File: src/sv/scs_pkg.sv
// ----------------------------------------------------------------------------
// scs_pkg
// Shared types and codes for the sparse chunked cell store.
// ----------------------------------------------------------------------------
package scs_pkg;

  // Action codes
  localparam logic [2:0] ACT_ADD    = 3'd0;
  localparam logic [2:0] ACT_LOAD   = 3'd1;
  localparam logic [2:0] ACT_REMOVE = 3'd2;
  localparam logic [2:0] ACT_SET    = 3'd3;
  localparam logic [2:0] ACT_READ   = 3'd4;
  localparam logic [2:0] ACT_QUERY  = 3'd5;

  // Result status codes
  localparam logic [1:0] ST_OK    = 2'd0;
  localparam logic [1:0] ST_FULL  = 2'd1;
  localparam logic [1:0] ST_RANGE = 2'd2;

  // Register indexes (word address)
  localparam logic [1:0] REG_CHUNK_W = 2'd0;
  localparam logic [1:0] REG_CHUNK_H = 2'd1;
  localparam logic [1:0] REG_LAYERS  = 2'd2;

  // Width of the local cell index before reduction (max 255)
  localparam int unsigned LOC_W = 9;

  typedef enum logic [3:0] {
    S_IDLE, S_DIV, S_FIX, S_RED, S_SRD, S_SCMP, S_DEC, S_ALLOC, S_CLR,
    S_CWR, S_CRD, S_CCAP, S_GRD, S_GWR, S_DONE
  } scs_state_e;

  typedef struct packed {
    logic       load;
    logic       div_step;
    logic       div_fix;
    logic       red_step;
    logic       srd;
    logic       scmp;
    logic       alloc;
    logic       clr;
    logic       remove;
    logic       cwr;
    logic       crd;
    logic       ccap;
    logic       grd;
    logic       gwr;
    logic       out_load;
    logic [1:0] code;
    logic       present;
  } scs_cmd_t;

  typedef struct packed {
    logic [2:0] action;
    logic       last;
    logic       cidx_ok;
    logic       val_bad;
    logic       div_last;
    logic       red_done;
    logic       srch_last;
    logic       hit;
    logic       free;
    logic       clr_last;
  } scs_sts_t;

endpackage

File: src/sv/scs_cfg.sv
// ----------------------------------------------------------------------------
// scs_cfg
// Configuration registers behind the APB-style port, with effective sizes.
// ----------------------------------------------------------------------------
module scs_cfg (
  input  logic        clk_i,
  input  logic        rst_ni,
  input  logic        psel,
  input  logic        penable,
  input  logic        pwrite,
  input  logic [3:0]  paddr,
  input  logic [31:0] pwdata,
  output logic [31:0] prdata,
  output logic        pready,
  output logic [4:0]  width_o,
  output logic [4:0]  height_o,
  output logic [8:0]  layers_o
);

  logic [4:0] cw_q;
  logic [4:0] ch_q;
  logic [8:0] lc_q;
  logic       wr_en;

  assign pready = 1'b1;
  assign wr_en  = psel & penable & pwrite;

  // Write a register on the access cycle
  always_ff @(posedge clk_i or negedge rst_ni) begin
    if (!rst_ni) begin
      cw_q <= 5'd16;
      ch_q <= 5'd16;
      lc_q <= 9'd256;
    end else if (wr_en) begin
      case (paddr[3:2])
        scs_pkg::REG_CHUNK_W: cw_q <= pwdata[4:0];
        scs_pkg::REG_CHUNK_H: ch_q <= pwdata[4:0];
        scs_pkg::REG_LAYERS:  lc_q <= pwdata[8:0];
        default: ;
      endcase
    end
  end

  // Read back
  always_comb begin
    case (paddr[3:2])
      scs_pkg::REG_CHUNK_W: prdata = {27'd0, cw_q};
      scs_pkg::REG_CHUNK_H: prdata = {27'd0, ch_q};
      scs_pkg::REG_LAYERS:  prdata = {23'd0, lc_q};
      default:              prdata = 32'd0;
    endcase
  end

  // Clamp chunk width and height to 1..16; the layer count passes through
  always_comb begin
    width_o  = (cw_q == 5'd0) ? 5'd1 : ((cw_q > 5'd16) ? 5'd16 : cw_q);
    height_o = (ch_q == 5'd0) ? 5'd1 : ((ch_q > 5'd16) ? 5'd16 : ch_q);
    layers_o = lc_q;
  end

endmodule

File: config.mk
export PLATFORM = sky130hd
export DESIGN_NAME = scs_cfg
export DESIGN_NICKNAME = d
export VERILOG_FILES = /design/src/sv/scs_pkg.sv /design/src/sv/scs_cfg.sv
export SDC_FILE = /design/constraint.sdc
export NUM_CORES = 1
export LEC_CHECK = 0
export BUFFER_PORTS_ARGS = -buffer_cell sky130_fd_sc_hd__buf_2
export CORE_ASPECT_RATIO = 0.9
export CORE_MARGIN = 3
export CORE_UTILIZATION = 35
export DETAILED_ROUTE_END_ITERATION = 16
export GPL_TIMING_DRIVEN = 1
export PLACE_DENSITY = 0.73
export SLEW_MARGIN = 20
export SYNTH_ARGS = -nofsm -noshare
export SYNTH_HDL_FRONTEND = slang
export SYNTH_SLANG_ARGS = --single-unit
File: constraint.sdc
create_clock -name clk_i -period 0.9 [get_ports clk_i]
set_input_delay 0.09 -clock clk_i [delete_from_list [all_inputs] [get_ports clk_i]]
set_output_delay 0.09 -clock clk_i [all_outputs]
set_load 0.1 [all_outputs]
# Word level (Yosys, flattened, before mapping)

Cells that the tools add are included.

$lt $le $gt $ge: 2
Eq/ne operators: 2
Muxes and demuxes: 5
Bitwise operators: 2
Reduce and logical (&&, ||, !) cells: 6

Operators by type and width:

| kind                                                            | count |
|---|---|
| 9-bit one-hot mux with 3 select lines                           | 1 |
| 5-bit 2-to-1 mux                                                | 4 |
| 5-bit greater-than comparator, second input constant            | 2 |
| 5-bit logical NOT                                               | 2 |
| 2-bit AND reduction                                             | 3 |
| 1-bit AND                                                       | 2 |
| 2-bit by 1-bit == test with 1-bit output, second input constant | 1 |
| 2-bit == test, second input constant                            | 1 |
| 2-bit logical NOT                                               | 1 |

Flip-flop bits (word level): 19
Bits of input ports: 41
Output and inout port bits: 52
Logic and storage cells: 20

# Longest topological paths before layout

Word-level depth: 3
Depth in mapped cells: 4
Depth with buffers taken out: 3

# Worst setup path after synthesis

Ideal clock, no wire load.

Path type: register to output
From: register lc_q[0], in the netlist layers_o[0]
To: output prdata[0]
Arrival time: 3210 ps
Required time: 810 ps
Path slack: -2400 ps
Stages on the path, launching flop included: 3
Buffers on the path: 0
Cells stage by stage: dfrtp_1 > mux2i_1 > o21ai_0

Word-level cells in the longest chain between the ends: 1

RTL lines:

| what                                  | line          | RTL |
|---|---|---|
| start, declared                       | scs_cfg.sv:22 | `logic [8:0] lc_q;` |
| start signal, assigned                | scs_cfg.sv:38 | `scs_pkg::REG_LAYERS: lc_q <= pwdata[8:0];` |
| 9-bit one-hot mux with 3 select lines | scs_cfg.sv:46 | `case (paddr[3:2])` |
| end, declared                         | scs_cfg.sv:13 | `output logic [31:0] prdata,` |

No other way between the ends.

# Worst setup path after layout

From: register ch_q[4]
To: output prdata[4]

Word-level cells in the longest chain between the ends: 1

RTL lines:

| what                                  | line          | RTL |
|---|---|---|
| start, declared                       | scs_cfg.sv:21 | `logic [4:0] ch_q;` |
| start signal, assigned                | scs_cfg.sv:37 | `scs_pkg::REG_CHUNK_H: ch_q <= pwdata[4:0];` |
| 9-bit one-hot mux with 3 select lines | scs_cfg.sv:46 |  |

No other way between the ends.

==> results.py <==
metrics = {
    "status": {
        "status": "finished with violations",
        "violations": "setup timing",
    },
    "clock_network": {
        "cts_tree": "done",
        "cts.sinks": 19,
        "clk_latency_ns": 0.27,
        "clock_path_buffers": 2,
        "cts_max_level": 1,
        "cts_buffers": 3,
        "path_clk_slew_ns": 0.08,
        "cts_root_buf": "clkbuf_8",
    },
    "detailed_routing": {
        "ant_nets": 0,
        "drt_iter0_drc": 19,
        "viasPerCell": 4.50,
        "firstDrtPassIters": 4,
        "postRouteWirelength_um": 3960,
        "wl_per_cell_um": 17.3,
        "via_count": 1025,
        "drc": 0,
    },
    "die": {
        "ioPinCount": 93,
        "initial_core_util_pct": 37.5,
        "die_w_um": 66.9,
        "core_mm2": 0.00311,
        "std_cell_rows": 19,
        "die_y_um": 60.8,
        "dieArea_mm2": 0.00407,
    },
    "timing": {
        "setup_ws_ns": -0.454,
        "max_freq_mhz": 738,
        "hold_slack_ns": 0.0438,
        "slew_violations": 0,
        "fin_crit_sh_pct": 150,
        "finalSetupViolations": 40,
        "finalHoldViolCount": 0,
        "finalCriticalPeriod_ns": 1.35,
        "skew_ns": 0,
        "tns_ns": -10.78,
        "rsz0062_at_grt": "yes",
    },
    "worst_hold_path": {
        "holdPathStages": 2,
        "hold_path_class": "in -> reg",
    },
    "yosys": {
        "synth_area_leader_cell": "dfrtp_1",
        "netlist.area_leader.share_pct": 34.3,
        "synth_area_per_cell_um2": 10.9,
        "yosys_register_bits": 19,
        "synth_cells": 107,
        "yosys_warnings": 0,
        "synth.area.top_cells": "dfrtp_1 (34%), buf_4 (16%), mux2_2 (11%)",
        "ys_seq_area_share_pct": 41.1,
        "yosysUniqueCellTypes": 21,
        "syn_area_mm2": 0.00117,
    },
    "global_route": {
        "grtUsageMet3_pct": 3.33,
        "grt_max_degree": 20,
        "grt-ovfl-total": 0,
        "busiest_layer": "met2",
        "met1_usage_pct": 21.5,
        "grtUsageTotal_pct": 18.3,
        "grt_pass1_vias": 1038,
        "grt_use_met2_pct": 32.9,
        "antenna_found_initial": 0,
        "grt_pass1_wl_um": 5380,
    },
    "pwr": {
        "p_leak_uw": 0.00113,
        "ir_worst_vdd_mv": 1.98,
        "power_per_cell_area_mw_per_mm2": 3000,
    },
    "run": {
        "drv_cap": 0,
    },
    "worst_setup_path": {
        "cp-end-kind": "output port",
        "cp-start-kind": "register",
        "required_ns": 0.81,
        "r2r_cells": 3,
        "critPathMaxFanout": 5,
        "path_class": "reg -> out",
        "ff2ff_setup_slack_ns": -0.12,
        "cp.arrival_ns": 1.26,
    },
    "placement": {
        "post_dp_cell_area_mm2": 0.00216,
        "port_buffers": 43,
        "dp_hpwl_um": 2550,
        "preCtsSetupSlack_ns": -0.357,
        "gp_congestion": 0.787,
    },
    "finish": {
        "diodes": 0,
        "utilization_pct": 79.3,
        "stdcell_area_mm2": 0.00247,
        "drive_above_1_share_pct": 79.0,
        "nNetsFinal": 228,
        "area_delta_synth_final_pct": 112,
    },
}
==> worst max-delay path, cell delays in order, from the launching register on <==
cell	delay (ns)
dfstp_2	0.62
nand2_2	0.10
o21ai_4	0.08
buf_12	0.19
==> metrics by stage <==
step / power, uW / std cells
floorplan: 4700 / 129
global placement: 6100 / 211
detailed placement: 6180 / 211
CTS: 7190 / 221
global route: 7620 / 228
finish: 7400 / 228
==> sequential cells by signal (all words and copies together), names as in the netlist <==
signal,flops
ch_q,5
cw_q,5
layers_o,9
==> path summary, 6_finish.rpt <==
path | startpoint | end
max | ch_q[4] | prdata[4]
min | pwdata[8] | layers_o[8]
max in group asynchronous | rst_ni | layers_o[1]
min reg2reg | layers_o[7] | layers_o[7]
max reg2reg | ch_q[4] | ch_q[4]
min in group asynchronous | rst_ni | layers_o[7]
==> cells in the final DEF (no fill, tap or decap), types with 4 or more instances in the layout <==
| cell | n |
|---|---|
| dfrtp_4 | 8 |
| buf_4 | 16 |
| conb_1 | 24 |
| buf_12 | 31 |
| and2_4 | 4 |
| o21ai_4 | 5 |
| mux2_4 | 13 |
| buf_2 | 15 |
| dfrtp_1 | 7 |
| buf_6 | 20 |
| mux2i_4 | 5 |
| mux2_2 | 5 |
| nor2b_4 | 4 |
==> logic make-up (layout without fill, tap and decap cells) <==
logic type      Yosys count  in the layout  share of synthesized area [%]
simple gates             27             27                           12.9
mux                      24             24                           24.2
buf+inv                  30             87                           19.1
flops                    19             19                           41.1
compound gates            5              5                           2.14
other cells               2             24                          0.643
==> Yosys cell counts, drive strengths merged <==
cell type and number:
or3b 1, nor3b 1, o21ai 5, and2 4, nand2 5, conb 2
buf 28, dfstp 3, mux2i 5, nor2b 8, clkbuf 2, nor3 3
mux2 19, nand3 1, dfrtp 16, nor2 4
==> per-layer routing <==
metal  vias up  part of all wire [%]
li1        462                     -
met1       505                    37
met5         -                     0
met2        47                    54
met4         0                   3.4
met3        11                   4.7
==> layout make-up <==
class                           count  area, um2
Fill cell                         165        643
Sequential cell                    19        514
Tap cell                           42       52.6
Clock buffer                        4       45.0
Multi-Input combinational cell     80        808
Timing Repair Buffer               83       1050
==> report_power, final <==
| group | switching (uW) | internal [uW] |
|---|---|---|
| Clock | 326 | 317 |
| Combinational | 3230 | 2110 |
| Sequential | 279 | 1140 |
| Total | 3830 | 3570 |
==> what timing repair did <==
| action | 4_1_cts | 5_1_grt |
|---|---|---|
| hold buffers | 1 | 0 |
| resized for setup | 33 | 12 |
| pin swaps | 6 | 2 |
| endpoints found under the hold margin | 16 | 0 |
| endpoints found under the setup margin | 38 | 40 |
| setup buffers | 5 | 10 |
Power figures use the tool's default switching activity.
