File: config.mk
export PLATFORM = sky130hd
export DESIGN_NAME = scs_ctrl
export DESIGN_NICKNAME = d
export VERILOG_FILES = /design/src/sv/scs_pkg.sv /design/src/sv/scs_ctrl.sv
export SDC_FILE = /design/constraint.sdc
export NUM_CORES = 1
export LEC_CHECK = 0
export ABC_AREA = 1
export BUFFER_PORTS_ARGS = -buffer_cell sky130_fd_sc_hd__buf_2
export CAP_MARGIN = 15
export CELL_PAD_IN_SITES_DETAIL_PLACEMENT = 1
export CELL_PAD_IN_SITES_GLOBAL_PLACEMENT = 2
export CORE_MARGIN = 2
export CORE_UTILIZATION = 21
export CTS_CLUSTER_DIAMETER = 100
export DETAILED_ROUTE_END_ITERATION = 8
export PLACE_DENSITY = 0.82
export REMOVE_ABC_BUFFERS = 1
export SYNTH_ARGS = -nofsm -noshare
export SYNTH_HDL_FRONTEND = slang
export SYNTH_SLANG_ARGS = --single-unit
File: constraint.sdc
create_clock -name clk_i -period 1.3 [get_ports clk_i]
set_input_delay 0.325 -clock clk_i [delete_from_list [all_inputs] [get_ports clk_i]]
set_output_delay 0.325 -clock clk_i [all_outputs]
set_load 0.05 [all_outputs]
File: src/sv/scs_pkg.sv
// ----------------------------------------------------------------------------
// scs_pkg
// Shared types and codes for the sparse chunked cell store.
// ----------------------------------------------------------------------------
package scs_pkg;

  // Action codes
  localparam logic [2:0] ACT_ADD    = 3'd0;
  localparam logic [2:0] ACT_LOAD   = 3'd1;
  localparam logic [2:0] ACT_REMOVE = 3'd2;
  localparam logic [2:0] ACT_SET    = 3'd3;
  localparam logic [2:0] ACT_READ   = 3'd4;
  localparam logic [2:0] ACT_QUERY  = 3'd5;

  // Result status codes
  localparam logic [1:0] ST_OK    = 2'd0;
  localparam logic [1:0] ST_FULL  = 2'd1;
  localparam logic [1:0] ST_RANGE = 2'd2;

  // Register indexes (word address)
  localparam logic [1:0] REG_CHUNK_W = 2'd0;
  localparam logic [1:0] REG_CHUNK_H = 2'd1;
  localparam logic [1:0] REG_LAYERS  = 2'd2;

  // Width of the local cell index before reduction (max 255)
  localparam int unsigned LOC_W = 9;

  typedef enum logic [3:0] {
    S_IDLE, S_DIV, S_FIX, S_RED, S_SRD, S_SCMP, S_DEC, S_ALLOC, S_CLR,
    S_CWR, S_CRD, S_CCAP, S_GRD, S_GWR, S_DONE
  } scs_state_e;

  typedef struct packed {
    logic       load;
    logic       div_step;
    logic       div_fix;
    logic       red_step;
    logic       srd;
    logic       scmp;
    logic       alloc;
    logic       clr;
    logic       remove;
    logic       cwr;
    logic       crd;
    logic       ccap;
    logic       grd;
    logic       gwr;
    logic       out_load;
    logic [1:0] code;
    logic       present;
  } scs_cmd_t;

  typedef struct packed {
    logic [2:0] action;
    logic       last;
    logic       cidx_ok;
    logic       val_bad;
    logic       div_last;
    logic       red_done;
    logic       srch_last;
    logic       hit;
    logic       free;
    logic       clr_last;
  } scs_sts_t;

endpackage

File: src/sv/scs_ctrl.sv
// ----------------------------------------------------------------------------
// scs_ctrl
// Sequencer: division, index reduction, slot search, allocation or removal, cell
// access, generation update and result hand-off.
// ----------------------------------------------------------------------------
module scs_ctrl (
  input  logic               clk_i,
  input  logic               rst_ni,
  input  logic               in_valid_i,
  output logic               in_stall_o,
  output logic               out_valid_o,
  input  logic               out_stall_i,
  input  scs_pkg::scs_sts_t  sts_i,
  output scs_pkg::scs_cmd_t  cmd_o
);

  scs_pkg::scs_state_e state_q, state_d;
  logic [1:0] code_q, code_d;
  logic       pres_q, pres_d;
  logic       out_valid_q;
  logic       accept;
  logic       wr_cell;
  logic       can_load;

  assign in_stall_o  = (state_q != scs_pkg::S_IDLE);
  assign out_valid_o = out_valid_q;
  assign accept      = in_valid_i & (state_q == scs_pkg::S_IDLE);
  assign can_load    = !(out_valid_q && out_stall_i);
  assign wr_cell     = ((sts_i.action == scs_pkg::ACT_LOAD) && sts_i.cidx_ok) ||
                       (sts_i.action == scs_pkg::ACT_SET);

  // Next state
  always_comb begin
    state_d = state_q;
    code_d  = code_q;
    pres_d  = pres_q;
    case (state_q)
      scs_pkg::S_IDLE: begin
        if (accept) begin
          code_d = scs_pkg::ST_OK;
          pres_d = 1'b0;
        end
        if (accept) begin
          state_d = (sts_i.action == scs_pkg::ACT_SET || sts_i.action == scs_pkg::ACT_READ)
                    ? scs_pkg::S_DIV : scs_pkg::S_RED;
        end
      end
      scs_pkg::S_DIV:  if (sts_i.div_last) state_d = scs_pkg::S_FIX;
      scs_pkg::S_FIX:  state_d = scs_pkg::S_RED;
      scs_pkg::S_RED:  if (sts_i.red_done) state_d = scs_pkg::S_SRD;
      scs_pkg::S_SRD:  state_d = scs_pkg::S_SCMP;
      scs_pkg::S_SCMP: state_d = sts_i.srch_last ? scs_pkg::S_DEC : scs_pkg::S_SRD;
      scs_pkg::S_DEC: begin
        state_d = scs_pkg::S_DONE;
        case (sts_i.action)
          scs_pkg::ACT_ADD, scs_pkg::ACT_LOAD, scs_pkg::ACT_SET: begin
            if (sts_i.action == scs_pkg::ACT_SET && sts_i.val_bad) begin
              code_d = scs_pkg::ST_RANGE;
              if (sts_i.hit) begin
                pres_d  = 1'b1;
                state_d = scs_pkg::S_GRD;
              end
            end else if (sts_i.hit) begin
              pres_d  = 1'b1;
              state_d = wr_cell ? scs_pkg::S_CWR : scs_pkg::S_GRD;
            end else if (sts_i.free) begin
              pres_d  = 1'b1;
              state_d = scs_pkg::S_ALLOC;
            end else begin
              code_d = scs_pkg::ST_FULL;
            end
          end
          scs_pkg::ACT_READ: begin
            if (sts_i.hit) begin
              pres_d  = 1'b1;
              state_d = scs_pkg::S_CRD;
            end
          end
          scs_pkg::ACT_QUERY: begin
            if (sts_i.hit) begin
              pres_d  = 1'b1;
              state_d = scs_pkg::S_GRD;
            end
          end
          default: state_d = scs_pkg::S_DONE;
        endcase
      end
      scs_pkg::S_ALLOC: state_d = scs_pkg::S_CLR;
      scs_pkg::S_CLR: begin
        if (sts_i.clr_last) state_d = wr_cell ? scs_pkg::S_CWR : scs_pkg::S_GRD;
      end
      scs_pkg::S_CWR:  state_d = scs_pkg::S_GRD;
      scs_pkg::S_CRD:  state_d = scs_pkg::S_CCAP;
      scs_pkg::S_CCAP: state_d = scs_pkg::S_GRD;
      scs_pkg::S_GRD:  state_d = scs_pkg::S_GWR;
      scs_pkg::S_GWR:  state_d = scs_pkg::S_DONE;
      scs_pkg::S_DONE: if (can_load) state_d = scs_pkg::S_IDLE;
      default:         state_d = scs_pkg::S_IDLE;
    endcase
  end

  // Command outputs
  always_comb begin
    cmd_o          = '0;
    cmd_o.code     = code_q;
    cmd_o.present  = pres_q;
    case (state_q)
      scs_pkg::S_IDLE:  cmd_o.load     = accept;
      scs_pkg::S_DIV:   cmd_o.div_step = 1'b1;
      scs_pkg::S_FIX:   cmd_o.div_fix  = 1'b1;
      scs_pkg::S_RED:   cmd_o.red_step = !sts_i.red_done;
      scs_pkg::S_SRD:   cmd_o.srd      = 1'b1;
      scs_pkg::S_SCMP:  cmd_o.scmp     = 1'b1;
      scs_pkg::S_DEC:   cmd_o.remove   = (sts_i.action == scs_pkg::ACT_REMOVE) && sts_i.hit;
      scs_pkg::S_ALLOC: cmd_o.alloc    = 1'b1;
      scs_pkg::S_CLR:   cmd_o.clr      = 1'b1;
      scs_pkg::S_CWR:   cmd_o.cwr      = 1'b1;
      scs_pkg::S_CRD:   cmd_o.crd      = 1'b1;
      scs_pkg::S_CCAP:  cmd_o.ccap     = 1'b1;
      scs_pkg::S_GRD:   cmd_o.grd      = 1'b1;
      scs_pkg::S_GWR:   cmd_o.gwr      = 1'b1;
      scs_pkg::S_DONE:  cmd_o.out_load = can_load;
      default: ;
    endcase
  end

  // State and result flags
  always_ff @(posedge clk_i or negedge rst_ni) begin
    if (!rst_ni) begin
      state_q <= scs_pkg::S_IDLE;
      code_q  <= scs_pkg::ST_OK;
      pres_q  <= 1'b0;
    end else begin
      state_q <= state_d;
      code_q  <= code_d;
      pres_q  <= pres_d;
    end
  end

  // Hold the result until taken
  always_ff @(posedge clk_i or negedge rst_ni) begin
    if (!rst_ni) begin
      out_valid_q <= 1'b0;
    end else if (cmd_o.out_load) begin
      out_valid_q <= 1'b1;
    end else if (!out_stall_i) begin
      out_valid_q <= 1'b0;
    end
  end

endmodule

### After elaboration in Yosys (flattened, before gate mapping)

Cells that the tools add are included.

| operators by class | value |
|---|---|
| bitwise logic cells | 1 |
| eq/ne operators | 30 |
| reductions and logical operators | 18 |
| multiplexer cells | 45 |

Operators by type and width:

| cell | count |
|---|---|
| case mux 4 bit (14 select lines) | 1 |
| two-way mux 4 bit | 8 |
| == test 4 bit, second input constant | 7 |
| two-way mux 1 bit | 22 |
| == test 4 x 3 -> 1 bit, second input constant | 4 |
| two-way mux 2 bit | 8 |
| case mux 4 bit (3 select lines) | 1 |
| != test 2 bit, second input constant | 5 |
| AND reduction 5 bit | 2 |
| == test 4 x 2 -> 1 bit, second input constant | 2 |
| == test 3 x 2 -> 1 bit, second input constant | 2 |
| == test 3 bit, second input constant | 2 |
| two-way mux 3 bit | 2 |
| != test 3 bit, second input constant | 2 |
| != test 5 bit, second input constant | 1 |
| == test 4 x 1 -> 1 bit, second input constant | 1 |
| logical AND 1 bit | 4 |
| zero test 4 bit | 1 |
| != test 2 x 1 -> 1 bit, second input constant | 2 |
| case mux 1 bit (2 select lines) | 2 |
| case mux 2 bit (2 select lines) | 1 |
| AND reduction 4 bit | 1 |
| nonzero test 4 bit | 1 |
| OR reduction 2 bit | 2 |
| other kinds (8) | 10 |

| storage, ports and cells | value |
|---|---|
| logic and storage cells | 98 |
| register bits after elaboration | 8 |

### Logic depth before layout (Yosys ltp)

Gate-level depths: netlist of run 1.

| logic depth | value |
|---|---|
| depth in word-level cells | 8 |
| depth in mapped cells | 10 |

### Worst setup path before layout of run 1

OpenSTA, ideal clock, no wires.

| timing | value |
|---|---|
| kind | flip-flop to output port |
| from | register state_q[2] |
| to | output cmd_o[9] (netlist name) |
| stages on the path, launching flop included | 5 |
| path slack | -1247 ps |
| path buffers | 0 |
| data required time | 975 ps |
| data arrival time | 2222 ps |
| path through | dfrtp_1 -> inv_2 -> nor2_4 -> nand2_4 -> nor4_1 |

RTL lines:

| element | RTL line | RTL |
|---|---|---|
| from (decl) | scs_ctrl.sv:17 | `scs_pkg::scs_state_e state_q, state_d;` |
| from (signal assigned) | scs_ctrl.sv:130 | `state_q <= scs_pkg::S_IDLE;` |
| from (signal assigned) | scs_ctrl.sv:134 | `state_q <= state_d;` |
| to (decl) | scs_ctrl.sv:14 | `output scs_pkg::scs_cmd_t cmd_o` |

==> metrics.txt, run 1 <==
status=finished, violations left; sequential fraction of the synthesis area=21.65%; Hold WS=0.3245 ns; Final Setup Violations=23; ANT cells=0; CTS Buf Count=3; largest net degree at the start of global routing=9; leading area contributor after synthesis=nand2_1; number of flops mapped to enable cells by yosys=0; P_leak=1.054 nW; DRT Wirelength=3647 microns; met2 Track Usage GR=25.05%; First DRT Iteration DRCs=27; synthesized instance count=164; clk sink count=8; gr busiest metal=met2; Antenna Violating Nets Remaining=0; Final HPWL DP=2732 microns; share of the synthesized area in the top cell type=21.92%; area of the die=0.004950 sq mm; max frequency=0.6015 GHz; logic gate share of total power=79.7%; final worst path period need=1.662 ns; Rows=24; pre-CTS setup slack=-0.3279 ns; Worst IR Drop VDD=1.133 mV; slew margin rel.=81.85%; H-tree Lvls=1; Bufs on Longest Clock Path=2; Arr. time, crit path=1.34 ns; violated checks=negative setup slack; number of port buffers=34; first-pass detailed-route iteration total=4; core area=0.004294 sq mm; ratio of cells with drive above 1 in the final layout=54.92%; vias=1277; predominant post-synthesis flop cell=dfrtp_1; Final GP Congestion=0.8141; synthesis-to-finish area growth=106.2%; power per cell area=2254 mW/mm^2; WL per Instance=12.32 microns; count leader, synth=nand2_1; root buffer cell=clkbuf_8; total negative slack=-6.289 ns; met1 Use GR=20.09%; Max-cap violations=0; Synth cell types=20; final hold vios=0; Setup WS post-layout=-0.3624 ns; register-to-register setup slack=-0.28 ns; Via density=4.314; # DRC=0; synth top area cells=nand2_1 22%, dfrtp_1 22%, inv_1 11%; Fin Clk Skew=0.002751 ns; syn avg cell area=5.638 sq um; critical path class=reg2out; Seq cells post-synth=8; final period utilization=127.9%; DIE WIDTH=70.36 microns; Async SR Flop Fraction=100.0%; data required time at the worst endpoint=0.98 ns; Initial Util=21.53%; Worst Setup End Kind=output port; CP Launch Type=flip-flop; TritonCTS clock tree=built; met3 Track Usage GR=1.587%; CP max FO=6; RSZ-0062 raised after global routing=true; vias in the first global route=1279; mapped cell area=924.6 sq um; P_int=2.053 mW; Synth Warn #=0; slew at the pin closest to its max-slew limit=0.2715 ns; Seq pwr share=13.1%; top post-synthesis cells by count=54 x nand2_1, 27 x inv_1, 25 x nor2_1; clock network fraction of total power=7.1%; Hold Crit Class=in2reg; NetSw=2.245 mW; # IOs=36; die height=70.36 microns; Net Sw Frac=52.23%; GRT Total Usage=14.86%; Final Max Slew Viols=0; global-route wire length before repair=5809 microns; grt ovf=0; initial antenna violation count=0; Nets=262; Reg clk slew, reported paths=0.04 ns; Clock Latency Late Sink=0.23 ns
[cell type report]
cell class                      instances  area [sq um]
Clock buffer                            3         41.29
Multi-Input combinational cell        123         783.3
Inverter                               31         131.4
Timing Repair Buffer                   79         680.7
Tap cell                               52         65.06
Sequential cell                         8         205.2
Fill cell                             549          2387
[power by group through the flow]
stage	registers [mW]	clock network (mW)	logic, mW
2_1_floorplan	0.586	0	1.35
3_3_place_gp	0.488	0	2.37
3_5_place_dp	0.497	0	2.41
4_1_cts	0.542	0.317	3.05
5_1_grt	0.576	0.324	3.67
6_report	0.564	0.306	3.43
[cell usage in the layout, fill, tap and decap left out]
| cell | netlist | routed |
|---|---|---|
| a21oi_1 | 1 | 1 |
| buf_2 | 0 | 18 |
| nand2_1 | 54 | 47 |
| nand3_4 | 0 | 2 |
| inv_1 | 27 | 23 |
| dfrtp_2 | 0 | 4 |
| nor2_4 | 4 | 15 |
| nand3_2 | 2 | 2 |
| dfrtp_1 | 8 | 4 |
| nand2_4 | 1 | 9 |
| o21ai_2 | 0 | 1 |
| o21ai_4 | 1 | 1 |
| nor2_1 | 25 | 14 |
| buf_4 | 2 | 32 |
| clkinv_4 | 0 | 1 |
| nor4_4 | 0 | 1 |
| inv_2 | 4 | 3 |
| clkbuf_8 | 0 | 3 |
| nor2_2 | 3 | 3 |
| dlygate4sd3_1 | 0 | 1 |
| nand4_1 | 3 | 3 |
| buf_12 | 0 | 2 |
| o21ai_0 | 3 | 3 |
| nor3_4 | 0 | 1 |
| or2_1 | 1 | 1 |
| nand3_1 | 15 | 13 |
| nand2_2 | 7 | 6 |
| inv_4 | 0 | 4 |
| buf_6 | 0 | 24 |
| buf_8 | 0 | 2 |
[state kept, by name, summed over array words and instances (netlist names)]
| signal | cells |
|---|---|
| pres_q | 1 |
| code_q | 2 |
| state_q | 4 |
| out_valid_o | 1 |
[per-layer routing]
| metal | vias to the layer above | share of wire (%) |
|---|---|---|
| met1 | 586 | 46 |
| met4 | 0 | 1.1 |
| met3 | 5 | 3.2 |
| met5 | - | 0 |
| li1 | 659 | - |
| met2 | 27 | 50 |
[kinds of logic after synthesis]
group,count (synthesis),synth area share [%]
compound gates,6,4.464
buf+inv,33,14.21
flops,8,21.65
simple gates,117,59.68
[worst max-delay path, stage by stage, from the launching register on]
cell and delay [ns]:
dfrtp_2 0.48, nand2_2 0.12, buf_6 0.14, inv_1 0.06, nand2_1 0.07, inv_1 0.08
buf_6 0.15
[final timing paths]
check	startpoint	end	cells past startpoint
min in group asynchronous	rst_ni	code_q[1]	2
setup reg to reg	state_q[3]	pres_q	8
hold reg to reg	code_q[1]	code_q[1]	2
setup / recovery	state_q[3]	cmd_o[4]	6
hold / removal	out_stall_i	out_valid_o	3
max in group asynchronous	rst_ni	state_q[0]	2
[repair_timing]
action | CTS | global route
hold endpoints to repair | 8 | 0
endpoints found under the setup margin | 23 | 23
pin swaps | 8 | 12
setup buffers | 6 | 6
hold buffers | 1 | 0
gates resized for setup | 75 | 32
[per-stage QoR]
stage                     cells  power [mW]  util (%)  area, sq um
after CTS                   292       3.906     41.08         1764
final                       296       4.298     44.41         1907
after global placement      282       2.863     32.90         1413
after global routing        296       4.570     44.41         1907
after floorplan             162       1.938         -        909.6
after detailed placement    282       2.909     32.90         1413
Note: power is estimated with default switching activity, not from simulation.
==> run 2, diff against run 1 <==
--- a/config.mk
+++ b/config.mk
@@ -11,10 +11,10 @@
 export CELL_PAD_IN_SITES_DETAIL_PLACEMENT = 1
 export CELL_PAD_IN_SITES_GLOBAL_PLACEMENT = 2
 export CORE_MARGIN = 2
-export CORE_UTILIZATION = 21
+export CORE_UTILIZATION = 23
 export CTS_CLUSTER_DIAMETER = 100
 export DETAILED_ROUTE_END_ITERATION = 8
-export PLACE_DENSITY = 0.82
+export PLACE_DENSITY = 0.85
 export REMOVE_ABC_BUFFERS = 1
 export SYNTH_ARGS = -nofsm -noshare
 export SYNTH_HDL_FRONTEND = slang
==> constraint.sdc (replaced) <==
create_clock -name clk_i -period 1.8 [get_ports clk_i]
set_input_delay 0.45 -clock clk_i [delete_from_list [all_inputs] [get_ports clk_i]]
set_output_delay 0.45 -clock clk_i [all_outputs]
set_load 0.05 [all_outputs]
==> run 2 against run 1 <==
Final area down 26%. First-iteration DRC count decreased by 7.4%. Power shrank 47%. Sequential share of layout area is 3.8 points higher. Register-to-register slack better by 0.58 ns. Critical path depth down 1. Sequential power fell by 34%. Non-clock buffer count down 35. Count of clock-buffer cells in the layout unchanged. Global-route usage decreased by 0.74 points. The flow now finishes without violations. Hold slack got worse by 0.27 ns. Largest cell class unchanged. Setup slack better by 0.39 ns.
==> metrics.txt, run 2 (synthesis gave the netlist of run 1 again) <==
P_leak=0.8194 nW (-22%); ratio of cells with drive above 1 in the final layout=42.11% (-13 points); Nets=227 (-13%); Critical Path Start=state_q[2]; H-tree Lvls=1 (unchanged); slowest cell delay on critical path=0.44 ns (-0.04 ns); cts hold-fix bufs=0 (-1); Final Setup Violations=0 (-100%); initial antenna violation count=0 (unchanged); slew at the pin closest to its max-slew limit=0.2873 ns (+0.01583 ns); RSZ-0062 raised after global routing=true; Max-cap violations=0 (unchanged); CP Launch Type=flip-flop; Final Util=35.77% (-8.6 points); slew margin rel.=80.74% (-1.1 points); Slowest cell on crit path=dfrtp_2; vias=1115 (-13%); critical path class=reg2out; synthesis-to-finish area growth=52.50%; Reg clk slew, reported paths=0.05 ns (about the same); final hold vios=0 (unchanged); biggest regs=state_q: 4 flops, code_q: 2 flops; power per cell area=1616 mW/mm^2 (-28%); P_int=970.8 uW (-53%); WL per Instance=11.42 microns (-7.3%); area of the die=0.004543 sq mm (-8.2%); # IOs=36 (unchanged); Via density=4.305 (-0.21%); final period utilization=98.40%; multi-input logic area=659.4 sq um (-16%); vias in the first global route=1095 (-14%); grt ovf=0 (unchanged); NetSw=1.308 mW (-42%); commonest non-fill, non-tap cell in the layout=nand2_1; FILL cells=520 (-5.3%); beginning of the worst register-to-register path=state_q[0]; die height=67.41 microns (-4.2%); Storage cell area=205.2 sq um (unchanged); Final HPWL DP=2429 microns (-11%); DIE WIDTH=67.41 microns (-4.2%); Net Sw Frac=57.39% (+5.2 points); total negative slack=0 ns (+6.289 ns); commonest non-fill, non-tap cells in the layout=52 x nand2_1, 24 x inv_1, 20 x buf_2; Hold Crit Class=in2async; TritonCTS clock tree=built; Rows=23 (-4.2%); DRT Wirelength=2959 microns (-19%); CP max FO=5 (-1); Seq pwr share=16.4% (+3.3 points); Arr. time, crit path=1.32 ns (-0.02 ns); ANT cells=0 (unchanged); CTS Buf Count=3 (unchanged); delay-heaviest family, CP=flip-flops; status=finished clean; clock network fraction of total power=9.8% (+2.7 points); clk sink count=8 (unchanged); Initial Util=23.45% (+1.9 points); data required time at the worst endpoint=1.35 ns (+0.37 ns); max reg flops=4 (unchanged); number of port buffers=34 (unchanged); Antenna Violating Nets Remaining=0 (unchanged); largest net degree at the start of global routing=9 (unchanged); core area=0.003943 sq mm (-8.2%); First DRT Iteration DRCs=25 (-7.4%); buffer and inverter count on the worst path=2 (-2); # DRC=0 (unchanged); final worst path period need=1.771 ns; Bufs on Longest Clock Path=2 (unchanged); critical path, cell by cell=inv_2, nor2_4, nand2_4, nor4_2, buf_4; global-route wire length before repair=4836 microns (-17%); Final Power=2.279 mW (-47%); root buffer cell=clkbuf_8; max frequency=0.5646 GHz; Final GP Congestion=0.7603 (-6.6%); Worst IR Drop VDD=1.039 mV (-8.3%); Fin Clk Skew=0.006977 ns (+0.004226 ns); logic gate share of total power=73.8% (-5.9 points); Final Max Slew Viols=0 (unchanged); Worst Setup End Kind=output port; GRT Total Usage=14.12% (-0.74 points); first-pass detailed-route iteration total=3 (-1); Clock Latency Late Sink=0.24 ns (about the same); Top reg by flops=state_q
run 2: area by class of cell:
cell class,count,share of cell area (%)
Multi-Input combinational cell,123,46.76
Timing Repair Buffer,44,23.07
Sequential cell,8,14.55
Inverter,31,8.252
Tap cell,50,4.437
Clock buffer,3,2.928
run 2: timing repair:
item | 4_1_cts | 5_1_grt
endpoints found under the setup margin | 16 | 15
resized for setup | 25 | 27
pin swaps | 1 | 3
buffers inserted | 2 | 3
endpoints found under the hold margin | 0 | 0
run 2: routing by layer:
| layer | track usage, % | vias up | part of all wire [%] |
|---|---|---|---|
| li1 | - | 589 | - |
| met1 | 19.21 | 500 | 49 |
| met2 | 22.90 | 21 | 47 |
| met3 | 2.000 | 5 | 2.7 |
| met4 | 4.592 | 0 | 1.3 |
| met5 | 0 | - | 0 |
run 2: worst paths after layout:
kind,end,slack (ns),cells past startpoint
worst max-delay path,cmd_o[9],0.03,5
worst min-delay path,out_valid_o,0.05,1
worst max register to register,pres_q,0.30,9
worst min register to register,code_q[1],0.47,2
max in group asynchronous,state_q[3],1.55,1
min in group clk_i,out_valid_o,0.45,3
run 2: through the flow:
stage	instance area, sq um	worst slack [ns]	std cells	hold slack (ns)
2_1_floorplan	909.6	-0.8727	162	0.1544
4_1_cts	1308	0.001225	256	0.05588
3_3_place_gp	1180	0.08670	251	0.3058
5_1_grt	1410	-0.05113	259	0.06075
6_report	1410	0.02872	259	0.05091
3_5_place_dp	1180	0.08341	251	0.3077
run 2: power groups by stage:
| stage | Clock (mW) | Combinational (mW) | Sequential [mW] |
|---|---|---|---|
| 2_1_floorplan | 0 | 0.976 | 0.424 |
| 3_3_place_gp | 0 | 1.40 | 0.360 |
| 3_5_place_dp | 0 | 1.41 | 0.361 |
| 4_1_cts | 0.226 | 1.54 | 0.372 |
| 5_1_grt | 0.231 | 1.84 | 0.387 |
| 6_report | 0.223 | 1.68 | 0.374 |
